===== src/rtl/olrq_pkg.sv =====
// shared types and defaults for the overwrite-last ring queue
// no dependencies; imported by every module of the block

package olrq_pkg;

    // default geometry
    localparam int DEPTH_DEF     = 16;
    localparam int DATA_BITS_DEF = 32;

    // port field widths
    localparam int OP_BITS   = 1;
    localparam int WORD_BITS = 32;

    // item operation codes
    typedef enum logic [OP_BITS-1:0] {
        OP_PUSH = 1'b0,
        OP_POP  = 1'b1
    } t_op;

    // read status handed from pointer control to the output stage
    typedef struct packed {
        logic pend;   // a pop read returns data this cycle
        logic hit;    // the pop found a word
    } t_rd_stat;

endpackage


===== src/rtl/olrq_mem.sv =====
// entry storage of the ring queue: one write port, one registered read port
// depends on olrq_pkg

module olrq_mem import olrq_pkg::*; #(
    parameter int DEPTH     = DEPTH_DEF,
    parameter int DATA_BITS = DATA_BITS_DEF,
    localparam int AW       = (DEPTH > 1) ? $clog2(DEPTH) : 1
) (
    input  logic                 i_clk,
    input  logic                 i_we,
    input  logic [AW-1:0]        i_waddr,
    input  logic [DATA_BITS-1:0] i_wdata,
    input  logic                 i_re,
    input  logic [AW-1:0]        i_raddr,
    output logic [DATA_BITS-1:0] o_rdata
);

    logic [DATA_BITS-1:0] r_mem [DEPTH];
    logic [DATA_BITS-1:0] r_rdata;

    // write port
    always_ff @(posedge i_clk) begin
        if (i_we) begin
            r_mem[i_waddr] <= i_wdata;
        end
    end

    // read port, registered output
    always_ff @(posedge i_clk) begin
        if (i_re) begin
            r_rdata <= r_mem[i_raddr];
        end
    end

    assign o_rdata = r_rdata;

endmodule


===== src/rtl/olrq_ctrl.sv =====
// head, tail and consumed-flag control; issues memory accesses per item
// depends on olrq_pkg

module olrq_ctrl import olrq_pkg::*; #(
    parameter int DEPTH     = DEPTH_DEF,
    parameter int DATA_BITS = DATA_BITS_DEF,
    localparam int AW       = (DEPTH > 1) ? $clog2(DEPTH) : 1
) (
    input  logic                 i_clk,
    input  logic                 i_rst_n,
    input  logic                 i_accept,
    input  t_op                  i_op,
    input  logic [WORD_BITS-1:0] i_push_data,
    output logic                 o_we,
    output logic [AW-1:0]        o_waddr,
    output logic [DATA_BITS-1:0] o_wdata,
    output logic                 o_re,
    output logic [AW-1:0]        o_raddr,
    output t_rd_stat             o_rd_stat
);

    localparam logic [AW-1:0] LAST_IDX = AW'(DEPTH - 1);

    logic [AW-1:0] r_head, n_head;
    logic [AW-1:0] r_tail, n_tail;
    logic          r_consumed, n_consumed;
    t_rd_stat      r_rd_stat, n_rd_stat;

    logic [AW-1:0] tail_next;
    logic [AW-1:0] head_next;
    logic          queue_empty;

    // ring successors
    assign tail_next   = (r_tail == LAST_IDX) ? '0 : r_tail + AW'(1);
    assign head_next   = (r_head == LAST_IDX) ? '0 : r_head + AW'(1);
    assign queue_empty = (r_head == r_tail) && r_consumed;

    // pointer update and memory access per accepted item
    always_comb begin
        n_head         = r_head;
        n_tail         = r_tail;
        n_consumed     = r_consumed;
        n_rd_stat.pend = 1'b0;
        n_rd_stat.hit  = 1'b0;
        o_we           = 1'b0;
        o_re           = 1'b0;
        o_raddr        = r_head;
        o_wdata        = DATA_BITS'(i_push_data);
        if (i_accept) begin
            case (i_op)
                OP_PUSH: begin
                    if (!((tail_next == r_head) || r_consumed)) begin
                        n_tail = tail_next;
                    end
                    o_we       = 1'b1;
                    n_consumed = 1'b0;
                end
                OP_POP: begin
                    n_rd_stat.pend = 1'b1;
                    if (!queue_empty) begin
                        n_rd_stat.hit = 1'b1;
                        o_re          = 1'b1;
                        if (r_head == r_tail) begin
                            n_consumed = 1'b1;
                        end else begin
                            n_head = head_next;
                        end
                    end
                end
                default: begin
                    n_rd_stat.pend = 1'b0;
                end
            endcase
        end
    end

    assign o_waddr = n_tail;

    // control registers
    always_ff @(posedge i_clk) begin
        if (!i_rst_n) begin
            r_head     <= '0;
            r_tail     <= '0;
            r_consumed <= 1'b1;
            r_rd_stat  <= '0;
        end else begin
            r_head     <= n_head;
            r_tail     <= n_tail;
            r_consumed <= n_consumed;
            r_rd_stat  <= n_rd_stat;
        end
    end

    assign o_rd_stat = r_rd_stat;

endmodule


===== src/rtl/overwrite_last_ring_queue_core.sv =====
// overwrite-last ring queue: push stores a word, pop returns the oldest word
// a pop result passes the memory read register and then the result register to the port
// one push per cycle while no result waits; after a pop, no new item is taken
// until the entry memory read is done and its word goes into the result register
// reset: synchronous active low; head and tail at slot 0, tail slot empty
// depends on olrq_pkg, olrq_ctrl, olrq_mem

module overwrite_last_ring_queue_core import olrq_pkg::*; #(
    parameter int DEPTH     = DEPTH_DEF,
    parameter int DATA_BITS = DATA_BITS_DEF
) (
    input  logic                 i_clk,
    input  logic                 i_rst_n,
    input  logic                 s_axis_tvalid,
    output logic                 s_axis_tready,
    input  logic [WORD_BITS-1:0] s_axis_tdata,   // [31:0] push_data
    input  logic [OP_BITS-1:0]   s_axis_tuser,   // [0] operation
    output logic                 m_axis_tvalid,
    input  logic                 m_axis_tready,
    output logic [WORD_BITS-1:0] m_axis_tdata,   // [31:0] pop_data
    output logic                 m_axis_tuser    // [0] pop_valid
);

    localparam int AW = (DEPTH > 1) ? $clog2(DEPTH) : 1;

    logic                 accept;
    logic                 mem_we;
    logic [AW-1:0]        mem_waddr;
    logic [DATA_BITS-1:0] mem_wdata;
    logic                 mem_re;
    logic [AW-1:0]        mem_raddr;
    logic [DATA_BITS-1:0] mem_rdata;
    t_rd_stat             rd_stat;

    logic                 r_out_valid;
    logic [WORD_BITS-1:0] r_out_data;
    logic                 r_out_hit;

    // take an item when no read is in flight and the result slot frees up
    assign s_axis_tready = !rd_stat.pend && (!r_out_valid || m_axis_tready);
    assign accept        = s_axis_tvalid && s_axis_tready;

    olrq_ctrl #(
        .DEPTH     (DEPTH),
        .DATA_BITS (DATA_BITS)
    ) u_ctrl (
        .i_clk       (i_clk),
        .i_rst_n     (i_rst_n),
        .i_accept    (accept),
        .i_op        (t_op'(s_axis_tuser)),
        .i_push_data (s_axis_tdata),
        .o_we        (mem_we),
        .o_waddr     (mem_waddr),
        .o_wdata     (mem_wdata),
        .o_re        (mem_re),
        .o_raddr     (mem_raddr),
        .o_rd_stat   (rd_stat)
    );

    olrq_mem #(
        .DEPTH     (DEPTH),
        .DATA_BITS (DATA_BITS)
    ) u_mem (
        .i_clk   (i_clk),
        .i_we    (mem_we),
        .i_waddr (mem_waddr),
        .i_wdata (mem_wdata),
        .i_re    (mem_re),
        .i_raddr (mem_raddr),
        .o_rdata (mem_rdata)
    );

    // result register
    always_ff @(posedge i_clk) begin
        if (!i_rst_n) begin
            r_out_valid <= 1'b0;
        end else if (rd_stat.pend) begin
            r_out_valid <= 1'b1;
        end else if (m_axis_tready) begin
            r_out_valid <= 1'b0;
        end
    end

    // result payload, zero when the queue was empty
    always_ff @(posedge i_clk) begin
        if (rd_stat.pend) begin
            r_out_data <= rd_stat.hit ? WORD_BITS'(mem_rdata) : '0;
            r_out_hit  <= rd_stat.hit;
        end
    end

    assign m_axis_tvalid = r_out_valid;
    assign m_axis_tdata  = r_out_data;
    assign m_axis_tuser  = r_out_hit;

endmodule

===== config.mk =====
export PLATFORM = sky130hd
export DESIGN_NAME = overwrite_last_ring_queue_core
export DESIGN_NICKNAME = d
export VERILOG_FILES = /design/src/rtl/olrq_pkg.sv /design/src/rtl/olrq_mem.sv /design/src/rtl/olrq_ctrl.sv /design/src/rtl/overwrite_last_ring_queue_core.sv
export SDC_FILE = /design/constraint.sdc
export NUM_CORES = 1
export LEC_CHECK = 0
export BUFFER_PORTS_ARGS = -buffer_cell sky130_fd_sc_hd__buf_2
export CAP_MARGIN = 20
export CORE_MARGIN = 4
export CORE_UTILIZATION = 66
export CTS_CLUSTER_SIZE = 8
export DETAILED_ROUTE_END_ITERATION = 12
export PLACE_DENSITY = 0.83
export SYNTH_ARGS = -nofsm -noshare
export SYNTH_HDL_FRONTEND = slang
export SYNTH_SLANG_ARGS = --single-unit

===== constraint.sdc =====
create_clock -name i_clk -period 8.8 [get_ports i_clk]
set_input_delay 0.88 -clock i_clk [delete_from_list [all_inputs] [get_ports i_clk]]
set_output_delay 0.88 -clock i_clk [all_outputs]
set_load 0.05 [all_outputs]

==> qor.txt <==
Slowest cell on crit path -> dfxtp_2
CP Launch Type -> flop
share of cells above drive strength 1 -> 30.2%
relative slew slack -> 26.8%
Sink Count -> 589
most frequent cell after synthesis -> edfxtp_1
sequential fraction of the synthesis area -> 77.8%
cts repair resizes -> 0
row cnt -> 67
Fill cells -> 1631
min Tclk post-route -> 3.92 ns
DRT iter0 DRCs -> 1432
clock tree buffer depth -> 3
Mapped Cells -> 1026
initial antenna violation count -> 2
Buffers on Ports -> 71
Tightest Pin Transition -> 1.10 ns
CTS root buffer -> clkbuf_16
WS Path Type -> reg -> reg
final antenna-violating net count -> 0
Post-CTS Hold Buffers -> 0
synth cell count leaders -> edfxtp_1 (577), mux4_2 (128), and2_1 (40)
syn nets -> 1065
total CTS buffers -> 83
syn_area_per_cell -> 22.0 um^2
Final Setup Violations -> 0
Initial Utilization -> 67.2%
Synth Cell Area -> 22600 um^2
post-CTS setup buffer count -> 0
clock-pin transition on the worst setup and hold timing paths -> 0.05 ns
DIE AREA -> 37300 um^2
All-Layer GR Usage -> 27.8%
EDFF count, synth -> 577
hold crit path type -> reg -> reg
IO Pins -> 72
chip width -> 193 um
die height -> 193 um
worst path required time -> 9.00 ns
PwrDens -> 238 nW/um^2
Tcrit/Tclk final -> 44.6%
area leader, netlist -> edfxtp_1
RSZ-0062 raised after global routing -> no
gpl congestion -> 0.781
CP endpoint kind -> flop
drt total wl -> 50200 um
Final #Nets -> 1195
DP HPWL -> 23700 um
final count of pins violating max slew -> 0
final hold violation count -> 0
first-pass GRT wire length -> 74900 um
flops & latches, synth -> 589
worst-path maximum fanout -> 34
vias in the first global route -> 11600
worst-skew pair later-pin latency -> 0.59 ns
CTS tree -> yes
critical path, cell by cell -> inv_1, and4_1, a21boi_0, a41o_1, or2_1, and4b_2
vias post-DR -> 11100
top_reg_cell synth -> edfxtp_1
diode count -> 0
core area -> 33600 um^2
post-synth top area share -> 76.7%
final global-route overflow total -> 0
status -> completed
wire per inst -> 31.1 um
count of different cell masters after synthesis -> 53
vias per cell -> 6.86
TNS Setup -> 0 ns
Power Total -> 6.15 mW
CP peak stage delay -> 1.05 ns
Area Growth Syn to Fin -> 14.4%
First-pass DRT Iterations -> 5
ys async rst share -> 0%
# DRC -> 0
H-tree levels -> 3
yosys warns -> 0
Worst EP arrival -> 4.12 ns
Peak Freq -> 255 MHz
leak pwr -> 8.08 nW
clock skew -> 0.0191 ns
Peak VDD IR -> 0.159 mV
top cells by area, synth -> edfxtp_1 (77%), mux4_2 (13%), mux2i_1 (1.5%), and2_1 (1.1%), dfxtp_1 (1.1%)
max cap viols -> 0
largest net degree at the start of global routing -> 71
[routing by layer]
layer  wire [um]  up-vias  global-route usage (%)
met4        1420        2                    9.31
met1       18400     5796                    38.5
met2       25900      681                    45.7
met5           7        -                       0
li1            -     4497                       -
met3        4440      108                    5.64
[power by group]
group / total (mW) / internal, mW / switching (mW)
combinational: 0.232 / 0.0847 / 0.147
sequential: 3.14 / 3.12 / 0.0191
clock: 2.78 / 1.69 / 1.10
total: 6.15 / 4.89 / 1.26
[stage by stage]
stage	area (um^2)	worst slack [ns]	hold WS, ns	instances	utilization, %
after detailed placement	23600	4.90	0.510	1518	70.3
after global routing	25800	4.64	0.542	1615	76.9
after global placement	23600	5.00	0.501	1518	70.3
after CTS	25800	4.87	0.522	1614	76.8
final	25800	4.88	0.520	1615	76.9
after floorplan	22600	3.14	0.464	1026	-
[critical path, delay by kind of cell, from the launching register on]
| kind | cells | cell delay, ns |
|---|---|---|
| simple gates | 3 | 1.88 |
| buf+inv | 1 | 0.19 |
| compound gates | 2 | 0.39 |
| flops | 1 | 1.05 |
[cells by family (layout without fill, tap and decap cells)]
kind of cell	count (synthesis)	after routing	share of synthesized area, %
AO/OA/AOI/OAI	82	82	2.53
XOR/XNOR	9	9	0.449
adder cells (fa/ha/maj)	2	2	0.111
buffers and inverters	59	200	1.11
flip-flops	589	589	77.8
multiplexers	164	164	14.4
AND/OR/NAND/NOR	121	121	3.61
[flip-flops by register name (all words and copies together) (netlist names)]
name and cells:
u_ctrl.o_rd_stat 2, u_ctrl.r_consumed 1, m_axis_tuser 1, m_axis_tvalid 1, u_ctrl.o_raddr 4, u_ctrl.r_tail 4, u_mem.o_rdata 32, m_axis_tdata 32
u_mem.r_mem 512
[worst paths after layout]
check,from,to,slack [ns],cells past startpoint
setup / recovery,u_ctrl.o_rd_stat[1],u_mem.r_mem[15][13],4.88,6
hold / removal,u_mem.o_rdata[23],m_axis_tdata[23],0.52,1
setup reg to reg,u_ctrl.o_rd_stat[1],u_mem.r_mem[15][13],4.88,6
hold reg to reg,u_mem.o_rdata[23],m_axis_tdata[23],0.52,1
[cell type report]
cell class	count	area, um^2	share of cell area [%]
Timing Repair Buffer	102	608	2.35
Inverter	2	7.51	0.0290
Multi-Input combinational cell	378	4900	19.0
Sequential cell	589	17600	68.0
Tap cell	448	561	2.17
Clock buffer	90	2120	8.22
Clock inverter	6	67.6	0.261
[layout by cell type, fill, tap and decap left out, types with 3 or more instances in the layout]
cell type and n:
a21oi_1 33, clkbuf_1 6, dfxtp_1 7, inv_6 3, nor4_4 3, buf_2 71
nand2b_1 3, nor4b_4 6, dfxtp_4 3, nand2_1 8, clkbuf_16 84, a211oi_1 32
edfxtp_1 577, mux4_2 128, and2_1 40, nor2_1 3, xor2_1 5, nor2b_1 38
buf_4 30, nor4_2 4, mux2i_1 34
Power figures use the tool's default switching activity.
